$ cat src/hdl/scrd_pkg.sv
// Shared types, constants and tables for the spherical camera ray direction block.
// No dependencies; every other file in hdl imports this package.
`default_nettype none
package scrd_pkg;

   localparam int CORDIC_STAGES_DEF = 16;

   // Divider geometry: divisor s*r*360 fits 38 bits, numerator n*2^21 + d/2 fits 69 bits.
   localparam int DIV_W = 38;
   localparam int NUM_W = 69;
   localparam int QUO_W = 32;
   localparam int CV_W  = 34;

   localparam logic signed [CV_W-1:0] CORDIC_GAIN = 34'sd652032874;

   // Configuration register indexes.
   localparam int CSR_IDX_W = 8;
   localparam logic [CSR_IDX_W-1:0] REG_H_RES   = 8'd0;
   localparam logic [CSR_IDX_W-1:0] REG_V_RES   = 8'd1;
   localparam logic [CSR_IDX_W-1:0] REG_PIX     = 8'd2;
   localparam logic [CSR_IDX_W-1:0] REG_H_ANGLE = 8'd3;
   localparam logic [CSR_IDX_W-1:0] REG_V_ANGLE = 8'd4;
   localparam logic [CSR_IDX_W-1:0] REG_BASIS_U = 8'd5;
   localparam logic [CSR_IDX_W-1:0] REG_BASIS_V = 8'd6;
   localparam logic [CSR_IDX_W-1:0] REG_BASIS_W = 8'd7;

   localparam logic [12:0] H_RES_RST   = 13'd512;
   localparam logic [12:0] V_RES_RST   = 13'd512;
   localparam logic [15:0] PIX_RST     = 16'd256;
   localparam logic [15:0] H_ANGLE_RST = 16'd46080;
   localparam logic [14:0] V_ANGLE_RST = 15'd23040;
   localparam logic [47:0] BASIS_U_RST = 48'h0000_0000_4000;
   localparam logic [47:0] BASIS_V_RST = 48'h0000_4000_0000;
   localparam logic [47:0] BASIS_W_RST = 48'h4000_0000_0000;
   localparam logic [28:0] SR_RST      = 29'd131072;
   localparam logic [DIV_W-1:0] D_RST  = 38'd47185920;

   typedef struct packed {
      logic [DIV_W-1:0] rem;
      logic [NUM_W-1:0] num;
      logic [QUO_W-1:0] quo;
      logic             neg;
   } div_lane_type;

   typedef struct packed {
      logic signed [CV_W-1:0] x;
      logic signed [CV_W-1:0] y;
      logic signed [CV_W-1:0] z;
      logic                   flip;
   } cord_lane_type;

   // Arctangent of 2^-i as a binary angle (2^32 per turn).
   function automatic logic [31:0] atan_bam(input int i);
      logic [31:0] a;
      case (i)
         0:  a = 32'h20000000;
         1:  a = 32'h12E4051E;
         2:  a = 32'h09FB385B;
         3:  a = 32'h051111D4;
         4:  a = 32'h028B0D43;
         5:  a = 32'h0145D7E1;
         6:  a = 32'h00A2F61E;
         7:  a = 32'h00517C55;
         8:  a = 32'h0028BE53;
         9:  a = 32'h00145F2F;
         10: a = 32'h000A2F98;
         11: a = 32'h000517CC;
         12: a = 32'h00028BE6;
         13: a = 32'h000145F3;
         14: a = 32'h0000A2FA;
         15: a = 32'h0000517D;
         16: a = 32'h000028BE;
         17: a = 32'h0000145F;
         18: a = 32'h00000A30;
         19: a = 32'h00000518;
         20: a = 32'h0000028C;
         21: a = 32'h00000146;
         22: a = 32'h000000A3;
         23: a = 32'h00000051;
         default: a = 32'h0;
      endcase
      return a;
   endfunction

endpackage
`default_nettype wire

$ cat src/hdl/scrd_cordic_cell.sv
// One CORDIC rotation step for the azimuth and polar angles, registered.
// Depends on scrd_pkg for the lane type and the arctangent table.
`default_nettype none
module scrd_cordic_cell
   import scrd_pkg::*;
#(
   parameter int STAGE = 0
) (
   input  wire logic          clock,
   input  wire logic          reset,
   input  wire logic          adv,
   input  wire logic          up_vld,
   input  wire cord_lane_type up_p,
   input  wire cord_lane_type up_t,
   output logic               vld_ff,
   output cord_lane_type      lane_p_ff,
   output cord_lane_type      lane_t_ff
);

   localparam logic signed [CV_W-1:0] ATAN = signed'({2'b00, atan_bam(STAGE)});

   function automatic cord_lane_type rot_step(input cord_lane_type a);
      logic signed [CV_W-1:0] dx;
      logic signed [CV_W-1:0] dy;
      cord_lane_type          r;
      dx = a.y >>> STAGE;
      dy = a.x >>> STAGE;
      r.flip = a.flip;
      if (!a.z[CV_W-1]) begin
         r.x = a.x - dx;
         r.y = a.y + dy;
         r.z = a.z - ATAN;
      end else begin
         r.x = a.x + dx;
         r.y = a.y - dy;
         r.z = a.z + ATAN;
      end
      return r;
   endfunction

   cord_lane_type lane_p_in, lane_t_in;

   assign lane_p_in = rot_step(up_p);
   assign lane_t_in = rot_step(up_t);

   always_ff @(posedge clock) begin
      if (reset) begin
         vld_ff <= 1'b0;
      end else if (adv) begin
         vld_ff <= up_vld;
      end
   end

   always_ff @(posedge clock) begin
      if (adv) begin
         lane_p_ff <= lane_p_in;
         lane_t_ff <= lane_t_in;
      end
   end

endmodule
`default_nettype wire

$ cat config.mk
export PLATFORM = sky130hd
export DESIGN_NAME = scrd_cordic_cell
export DESIGN_NICKNAME = d
export VERILOG_FILES = /design/src/hdl/scrd_pkg.sv /design/src/hdl/scrd_cordic_cell.sv
export SDC_FILE = /design/constraint.sdc
export NUM_CORES = 1
export LEC_CHECK = 0
export BUFFER_PORTS_ARGS = -buffer_cell sky130_fd_sc_hd__clkbuf_2
export CAP_MARGIN = 15
export CELL_PAD_IN_SITES_DETAIL_PLACEMENT = 1
export CELL_PAD_IN_SITES_GLOBAL_PLACEMENT = 1
export CORE_ASPECT_RATIO = 0.9
export CORE_MARGIN = 3
export CORE_UTILIZATION = 42
export DETAILED_ROUTE_END_ITERATION = 8
export GPL_TIMING_DRIVEN = 0
export HOLD_SLACK_MARGIN = 0.06
export PLACE_DENSITY = 0.81
export REMOVE_ABC_BUFFERS = 1
export SYNTH_ARGS = -nofsm -noshare
export SYNTH_HDL_FRONTEND = slang
export SYNTH_SLANG_ARGS = --single-unit
$ cat constraint.sdc
create_clock -name clock -period 3.2 [get_ports clock]
set_input_delay 0.16 -clock clock [delete_from_list [all_inputs] [get_ports clock]]
set_output_delay 0.16 -clock clock [all_outputs]
set_load 0.03 [all_outputs]
==> impl_metrics.json <==
{
  "cap_violations": 0,
  "dieWidth_um": 224.2,
  "dieArea_mm2": 0.04539,
  "syn_inst": 2058,
  "cp.required_ps": 3470,
  "drt_iter0_markers": 1271,
  "layout_commonest_cell": "clkbuf_2",
  "worst-setup-path-type": "input pin to register",
  "drive_gt1_frac": 0.1956,
  "max-slew-margin-rel": 0.3824,
  "vdd_drop_max_mv": 0.3803,
  "p_per_area_mw_per_mm2": 473.7,
  "grt.total_usage": 0.2915,
  "cts-root-buf": "clkbuf_16",
  "yosysWarnings": 0,
  "grt_first_pass_wirelength_um": 105400,
  "crit-reg2reg-launch": "vld_ff",
  "reg2reg_to": "vld_ff",
  "routed_wl_um": 68880,
  "num_rows": 71,
  "hold_end": "lane_p_ff[68]",
  "grt_pass1_vias": 18453,
  "ios": 417,
  "place_inst": 2934,
  "dr.pass1.iters": 5,
  "io_buffers": 416,
  "setup_viol": 0,
  "cp_max_fo": 12,
  "worst_slew_pin_slew_ps": 916.8,
  "nNetsFinal": 2909,
  "ant_nets": 0,
  "antenna_found_initial": 4,
  "start_util": 0.4285,
  "post-route-util": 0.5249,
  "synth_enable_flop_cells": 204,
  "synth-seq-cells": 205,
  "rsz0062_at_grt": "false",
  "maxSlewViolCount": 0,
  "place_ws_ps": -388.2,
  "finalCritPeriodShare": 0.9615,
  "reg2reg_slack_ps": 2040,
  "clock_latency_ps": 540,
  "path_clk_slew_ps": 60,
  "end_kind": "register",
  "critPathLaunchType": "input pin",
  "final_cells": 3056,
  "power.leakage_nw": 9.840,
  "fp.dieH_um": 202.4,
  "area_growth_pct": 22.51,
  "globalplace.congestion": 0.9479,
  "dp_hpwl_um": 53460,
  "htreeDepth": 1,
  "syn_area_mm2": 0.01800,
  "clock_path_buffers": 3,
  "hold_viol": 0,
  "hp-start": "up_p[102]",
  "grt_max_degree": 113,
  "drc": 0,
  "cp.arrival_ps": 3350,
  "timing.fmax_mhz": 325.0,
  "vias": 17728,
  "cts_buffers": 25,
  "ff2ff_path_depth": 3,
  "syn_avg_cell_area_um2": 8.748,
  "layout_common_cells": "clkbuf_2, a21oi_1, inv_1",
  "setup_ws_ps": 123.3,
  "cts_tree": "done",
  "power.total_mw": 10.45,
  "wl_per_cell_um": 22.54,
  "clock_sinks": 205,
  "yosys.area.top_type_share": 0.3403,
  "skew_ps": 0,
  "postCtsSetupBuffers": 0,
  "yosysUniqueCellTypes": 78,
  "yosys.area.top_type": "edfxtp_1",
  "avgViaCountPerCell": 5.801,
  "async_reset_ff_frac": 0,
  "core_area_mm2": 0.04202,
  "hold_depth": 3,
  "ys.flop_type": "edfxtp_1",
  "hold_class": "input pin to register",
  "status": "finished clean",
  "period_minus_slack_ps": 3077,
  "grt_remaining_overflow": 0,
  "yosys-top-cells-area": "edfxtp_1, ha_1, a21oi_1, xnor2_1, inv_1",
  "ys_seq_area_frac": 0.3414
}
flip-flops by register name, indices dropped and copies added (netlist names):
register   flops
lane_p_ff    102
lane_t_ff    102
vld_ff         1
routing by layer:
layer	global-route usage	vias up	share of wire
met5	0	-	0
li1	-	8256	-
met4	0.09669	0	0.035
met2	0.5063	641	0.49
met3	0.03718	134	0.058
met1	0.3766	8697	0.42
synthesized netlist by cell type (23+ instances only):
cell / instances
nand2b_1: 25
clkbuf_1: 52
a31oi_1: 28
nor2_1: 169
edfxtp_1: 204
a21o_1: 42
inv_1: 209
nand4_1: 26
nor2b_1: 24
xnor2_1: 112
nor4_1: 23
o211ai_1: 26
nand2_1: 104
nand3_1: 31
o21ai_0: 145
a21oi_1: 254
nor3_1: 46
ha_1: 204
o21bai_1: 41
worst max-delay path, stage by stage:
cell        delay [ps]
clkbuf_2           120
inv_1               50
ha_1               600
clkinvlp_4         410
nor3_1             400
a221oi_1           190
o211a_1            170
a22oi_1            490
a31o_2             310
nand2b_1            80
a31oi_1            260
xor2_1             110
layout make-up:
class | count | area [µm²]
inverters | 217 | 818.3
repair buffers | 493 | 2937
flip-flops and latches | 205 | 6146
diodes | 4 | 10.01
clock inverters | 6 | 85.08
well taps | 547 | 684.4
multi-input cells | 1545 | 10680
clock buffers | 39 | 698.2
fillers | 5051 | 19960
how the worst max path moves through the flow:
stage	start	endpoint	slack, ps	cells past startpoint
3_3_place_gp	up_t[34]	lane_t_ff[33]	-1740	6
2_1_floorplan	up_t[35]	lane_t_ff[61]	400	11
4_1_cts	up_p[51]	lane_p_ff[95]	180	12
6_report	up_p[55]	lane_p_ff[64]	120	12
3_5_place_dp	up_p[51]	lane_p_ff[95]	-390	12
5_1_grt	up_t[57]	lane_t_ff[66]	0.7	10
kinds of logic (layout without fill, tap and decap cells):
kind of cell	Yosys count	count (layout)	share of synthesized area
fa+ha+maj	212	212	0.1507
compound gates	681	681	0.2341
flops	205	205	0.3414
simple gates	501	501	0.1329
xor+xnor	131	131	0.06373
mux	20	20	0.01112
other cells	0	4	0
buf+inv	308	755	0.06609
per-stage QoR:
step           TNS [ps]  hold WS (ps)  cell area, µm²
2_1_floorplan         0         232.4           17630
3_3_place_gp    -272790         336.8           20390
3_5_place_dp      -8795         338.8           20520
4_1_cts               0         66.09           22030
5_1_grt               0         123.7           22060
6_report              0         125.9           22060
repair_timing:
action,in CTS,in global routing
endpoints found under the setup margin,0,5
hold buffers,73,0
hold endpoints to repair,71,0
gates resized for setup,0,4
report_power, final:
| part | total (mW) | internal, mW | switching (mW) | leakage [nW] |
|---|---|---|---|---|
| Clock | 2.79 | 1.65 | 1.14 | 0.373 |
| Sequential | 3.59 | 3.46 | 0.125 | 2.00 |
| Combinational | 4.07 | 1.29 | 2.78 | 7.46 |
| Total | 10.4 | 6.41 | 4.04 | 9.84 |
(Power assumes the default switching activity.)
