--- src/hdl/scrd_pkg.sv ---
// Shared types, constants and tables for the spherical camera ray direction block.
// No dependencies; every other file in hdl imports this package.
`default_nettype none
package scrd_pkg;

   localparam int CORDIC_STAGES_DEF = 16;

   // Divider geometry: divisor s*r*360 fits 38 bits, numerator n*2^21 + d/2 fits 69 bits.
   localparam int DIV_W = 38;
   localparam int NUM_W = 69;
   localparam int QUO_W = 32;
   localparam int CV_W  = 34;

   localparam logic signed [CV_W-1:0] CORDIC_GAIN = 34'sd652032874;

   // Configuration register indexes.
   localparam int CSR_IDX_W = 8;
   localparam logic [CSR_IDX_W-1:0] REG_H_RES   = 8'd0;
   localparam logic [CSR_IDX_W-1:0] REG_V_RES   = 8'd1;
   localparam logic [CSR_IDX_W-1:0] REG_PIX     = 8'd2;
   localparam logic [CSR_IDX_W-1:0] REG_H_ANGLE = 8'd3;
   localparam logic [CSR_IDX_W-1:0] REG_V_ANGLE = 8'd4;
   localparam logic [CSR_IDX_W-1:0] REG_BASIS_U = 8'd5;
   localparam logic [CSR_IDX_W-1:0] REG_BASIS_V = 8'd6;
   localparam logic [CSR_IDX_W-1:0] REG_BASIS_W = 8'd7;

   localparam logic [12:0] H_RES_RST   = 13'd512;
   localparam logic [12:0] V_RES_RST   = 13'd512;
   localparam logic [15:0] PIX_RST     = 16'd256;
   localparam logic [15:0] H_ANGLE_RST = 16'd46080;
   localparam logic [14:0] V_ANGLE_RST = 15'd23040;
   localparam logic [47:0] BASIS_U_RST = 48'h0000_0000_4000;
   localparam logic [47:0] BASIS_V_RST = 48'h0000_4000_0000;
   localparam logic [47:0] BASIS_W_RST = 48'h4000_0000_0000;
   localparam logic [28:0] SR_RST      = 29'd131072;
   localparam logic [DIV_W-1:0] D_RST  = 38'd47185920;

   typedef struct packed {
      logic [DIV_W-1:0] rem;
      logic [NUM_W-1:0] num;
      logic [QUO_W-1:0] quo;
      logic             neg;
   } div_lane_type;

   typedef struct packed {
      logic signed [CV_W-1:0] x;
      logic signed [CV_W-1:0] y;
      logic signed [CV_W-1:0] z;
      logic                   flip;
   } cord_lane_type;

   // Arctangent of 2^-i as a binary angle (2^32 per turn).
   function automatic logic [31:0] atan_bam(input int i);
      logic [31:0] a;
      case (i)
         0:  a = 32'h20000000;
         1:  a = 32'h12E4051E;
         2:  a = 32'h09FB385B;
         3:  a = 32'h051111D4;
         4:  a = 32'h028B0D43;
         5:  a = 32'h0145D7E1;
         6:  a = 32'h00A2F61E;
         7:  a = 32'h00517C55;
         8:  a = 32'h0028BE53;
         9:  a = 32'h00145F2F;
         10: a = 32'h000A2F98;
         11: a = 32'h000517CC;
         12: a = 32'h00028BE6;
         13: a = 32'h000145F3;
         14: a = 32'h0000A2FA;
         15: a = 32'h0000517D;
         16: a = 32'h000028BE;
         17: a = 32'h0000145F;
         18: a = 32'h00000A30;
         19: a = 32'h00000518;
         20: a = 32'h0000028C;
         21: a = 32'h00000146;
         22: a = 32'h000000A3;
         23: a = 32'h00000051;
         default: a = 32'h0;
      endcase
      return a;
   endfunction

endpackage
`default_nettype wire

--- src/hdl/scrd_div_cell.sv ---
// One restoring-division step for both angle axes, registered.
// Depends on scrd_pkg for the lane type and widths.
`default_nettype none
module scrd_div_cell
   import scrd_pkg::*;
(
   input  wire logic             clock,
   input  wire logic             reset,
   input  wire logic             adv,
   input  wire logic [DIV_W-1:0] d_x,
   input  wire logic [DIV_W-1:0] d_y,
   input  wire logic             up_vld,
   input  wire div_lane_type     up_x,
   input  wire div_lane_type     up_y,
   output logic                  vld_ff,
   output div_lane_type          lane_x_ff,
   output div_lane_type          lane_y_ff
);

   function automatic div_lane_type div_step(input div_lane_type a, input logic [DIV_W-1:0] d);
      logic [DIV_W:0] trial;
      logic [DIV_W:0] diff;
      logic           ge;
      div_lane_type   r;
      trial = {a.rem, a.num[NUM_W-1]};
      diff  = trial - {1'b0, d};
      ge    = trial >= {1'b0, d};
      r.rem = ge ? diff[DIV_W-1:0] : trial[DIV_W-1:0];
      r.num = {a.num[NUM_W-2:0], 1'b0};
      r.quo = {a.quo[QUO_W-2:0], ge};
      r.neg = a.neg;
      return r;
   endfunction

   div_lane_type lane_x_in, lane_y_in;

   assign lane_x_in = div_step(up_x, d_x);
   assign lane_y_in = div_step(up_y, d_y);

   always_ff @(posedge clock) begin
      if (reset) begin
         vld_ff <= 1'b0;
      end else if (adv) begin
         vld_ff <= up_vld;
      end
   end

   always_ff @(posedge clock) begin
      if (adv) begin
         lane_x_ff <= lane_x_in;
         lane_y_ff <= lane_y_in;
      end
   end

endmodule
`default_nettype wire

--- config.mk ---
export PLATFORM = sky130hd
export DESIGN_NAME = scrd_div_cell
export DESIGN_NICKNAME = d
export VERILOG_FILES = /design/src/hdl/scrd_pkg.sv /design/src/hdl/scrd_div_cell.sv
export SDC_FILE = /design/constraint.sdc
export NUM_CORES = 1
export LEC_CHECK = 0
export BUFFER_PORTS_ARGS = -buffer_cell sky130_fd_sc_hd__buf_4
export CORE_AREA = 4 4 246 248
export CTS_CLUSTER_SIZE = 14
export DETAILED_ROUTE_END_ITERATION = 10
export DIE_AREA = 0 0 250 252
export PLACE_DENSITY_LB_ADDON = 0.15
export SETUP_SLACK_MARGIN = 0.5
export SLEW_MARGIN = 20
export SYNTH_ARGS = -nofsm -noshare
export SYNTH_HDL_FRONTEND = slang
export SYNTH_SLANG_ARGS = --single-unit
--- constraint.sdc ---
create_clock -name clock -period 4.92 [get_ports clock]
set_input_delay 0.246 -clock clock [delete_from_list [all_inputs] [get_ports clock]]
set_output_delay 0.246 -clock clock [all_outputs]
set_load 0.02 [all_outputs]
==> results_dict.tcl <==
set metrics [dict create \
    post_synth_edffs 278 \
    cap_violations 0 \
    yosysSeqAreaShare_pct 61.1 \
    yosysMostFrequentCell "edfxtp_1" \
    final.setup_skew_ns 0 \
    cts_root_buf "clkbuf_16" \
    fmax_mhz 274 \
    ys_async_sr_fraction_pct 0 \
    final_core_util_pct 39.0 \
    yosys_warnings 0 \
    post-layout-total-power_mw 7.45 \
    setup_total_negative_slack_ns 0 \
    yosys_register_bits 279 \
    grt_pass1_wl_um 77700 \
    num-nets-final 2383 \
    largest_net_degree_at_the_start_of_global_routing 124 \
    placementRows 89 \
    io_pins 641 \
    synth-main-ff-cell "edfxtp_1" \
    gpl.final_weighted_congestion 0.841 \
    synthDistinctLibCells 67 \
    worst_setup_hold_path_clk_slew_ns 0.06 \
    detailedPlacementHpwl_um 41300 \
    cp-start-kind "input pin" \
    max-vdd-ir-drop_mv 0.221 \
    timing_worst_slew_pin_value_ns 1.06 \
    relSlewSlack_pct 29.4 \
    power_density_nw_per_um2 327 \
    crit_path_max_fanout 38 \
    avgRoutedWirePerCell_um 19.3 \
    globalRouteOverflowTotal 0 \
    post_cts.resized_instances 0 \
    yosysTopAreaCell "edfxtp_1" \
    min_period_ns 3.65 \
    via_count_of_the_first_global_routing_pass 12500 \
    hold_path_end "lane_x_ff[109]" \
    drv_slew 0 \
    worstSetupPathType "in -> reg" \
    cts_buffer_depth 3 \
    worstSetupEndpointType "flip-flop" \
    setup_violations 0 \
    wl_um 52800 \
    fp.coreArea_um2 58500 \
    critical_path.reg2reg.startpoint "vld_ff" \
    regToRegEndpoint "vld_ff" \
    drt.antenna.violating_nets 0 \
    hold_wc_path_type "in -> reg" \
    design.die.area_um2 63000 \
    drive_above_1_share_pct 38.4 \
    mappedNetlistArea_um2 13700 \
    cts.sink_count 279 \
    post-route-period-util_pct 74.3 \
    cts_post_setup_buffers_inserted 0 \
    synth_area_per_cell_um2 13.0 \
    post_cts_hold_buffer_count 236 \
    grt_setup_unrepaired "false" \
    timing.critical_path.required_ns 5.19 \
    postSynthCellCount 1057 \
    die_y_um 252 \
    ys_top_cells_by_area "edfxtp_1, ha_1, a21oi_1, inv_1, xnor2_1" \
    initial_util_pct 23.4 \
    grt_antenna_before_repair 10 \
    layout-area-overhead-vs-synth_pct 66.6 \
    grt_util_all_layers_pct 15.9 \
    status "completed" \
    hold_depth 2 \
    final-hold-violation-count 0 \
    later_pin_clock_latency_in_the_skew_report_ns 0.53 \
    synth.cells.most_frequent "edfxtp_1, a21oi_1, inv_1" \
    port-buffer-count 636 \
    leakagePower_nw 9.88 \
    cts.htree.levels 2 \
    drt_iter0_markers 529 \
    vias 11700 \
    reg2reg_setup_slack_ns 3.78 \
    die_width_um 250 \
    startpoint_of_the_lowest_slack_hold_path "up_x[108]" \
    critPathArrivalTime_ns 3.93 \
    dr.pass1.iters 4 \
    cts_tree "yes" \
    detail_route.drc_violations 0 \
    worst-r2r-cell-count 3 \
    synth_top_area_share_pct 61.0 \
    tritoncts.num_buffers 35 \
    vias_per_cell 4.27 \
]
## cells by family after synthesis
group / Yosys count / synth area share [%]
compound gates: 249 / 11.9
fa+ha+maj: 78 / 7.24
simple gates: 204 / 6.64
xor+xnor: 68 / 4.35
flops: 279 / 61.1
buf+inv: 129 / 4.18
mux: 49 / 4.54
other cells: 1 / 0.0274
## cells in the final DEF (no fill, tap or decap), types with 3 or more instances in the layout
master	Yosys	final
nor3_1	8	8
o31a_1	3	3
clkbuf_8	0	3
o21ai_2	3	3
and3_1	7	7
dlygate4sd3_1	0	236
clkinv_2	0	6
diode_2	0	5
o211ai_1	10	10
mux2_1	3	3
a21o_1	20	20
nor2_1	73	73
o21bai_1	10	10
nand2b_1	7	7
o21a_1	3	3
nor2b_1	5	5
nand3_1	10	10
o31ai_1	7	7
nor4_1	5	5
a211oi_2	3	3
a31oi_1	3	3
a21oi_1	109	109
ha_1	76	76
mux2_2	22	22
a211oi_1	9	9
clkbuf_16	0	36
nand2_1	65	65
edfxtp_1	278	278
xor2_1	27	27
clkbuf_1	7	6
mux2i_1	4	4
xnor2_1	41	41
nand4_1	15	15
or2_2	3	3
and2_1	4	4
buf_12	3	3
buf_4	5	636
inv_1	103	103
o21ai_0	37	37
mux2_4	20	20
## critical path: stages
cell           delay, ns
dlygate4sd3_1       0.55
buf_4               0.14
ha_1                0.37
a21oi_1             0.24
o21ai_2             0.11
a221oi_2            0.34
o21ai_2             0.10
a21oi_4             0.23
o22ai_4             0.14
a221oi_4            0.36
o21a_4              0.65
mux2_2              0.40
## worst max path at each step
stage	startpoint	end	slack [ns]	depth (start not counted)
after detailed placement	d_y[18]	lane_y_ff[132]	1.21	12
after global placement	d_y[18]	lane_y_ff[110]	1.21	12
after floorplan	d_y[18]	lane_y_ff[111]	2.00	14
final	up_y[117]	lane_y_ff[110]	1.27	12
after global routing	up_y[107]	lane_y_ff[110]	1.05	12
after CTS	up_y[119]	lane_y_ff[110]	1.25	12
## per-layer routing
layer  global-route usage (%)  up-vias  share of wire, %
li1                         -     5679                 -
met2                     28.8      383                51
met5                        0        -              0.14
met4                     3.90       10               2.1
met3                     5.37       75               7.9
met1                     18.2     5582                39
## sequential cells by signal (all words and copies together), names as in the netlist
register / flops
lane_x_ff: 139
lane_y_ff: 139
vld_ff: 1
## power breakdown
part           internal, mW  switching (mW)  leakage [nW]
combinational         0.931            1.01          6.61
sequential             2.91          0.0746          2.73
clock                  1.49            1.03         0.537
total                  5.33            2.12          9.88
## cell type report
type                            instances  area (µm²)
Antenna cell                            5        12.5
Multi-Input combinational cell        650        4770
Inverter                              103         387
Clock buffer                           45         965
Sequential cell                       279        8370
Timing Repair Buffer                  876        7210
Tap cell                              773         967
Clock inverter                         13         134
Fill cell                            5757       35700
## stage by stage
stage	setup slack (ns)	instance area, µm²	std cells	hold slack, ns
3_5_place_dp	1.21	19300	2445	0.406
2_1_floorplan	2.00	13700	1058	0.318
6_report	1.27	22800	2744	0.0426
5_1_grt	1.05	22800	2743	0.0149
3_3_place_gp	1.21	19300	2445	0.405
4_1_cts	1.25	22800	2739	0.0000474
(Power assumes the default switching activity.)
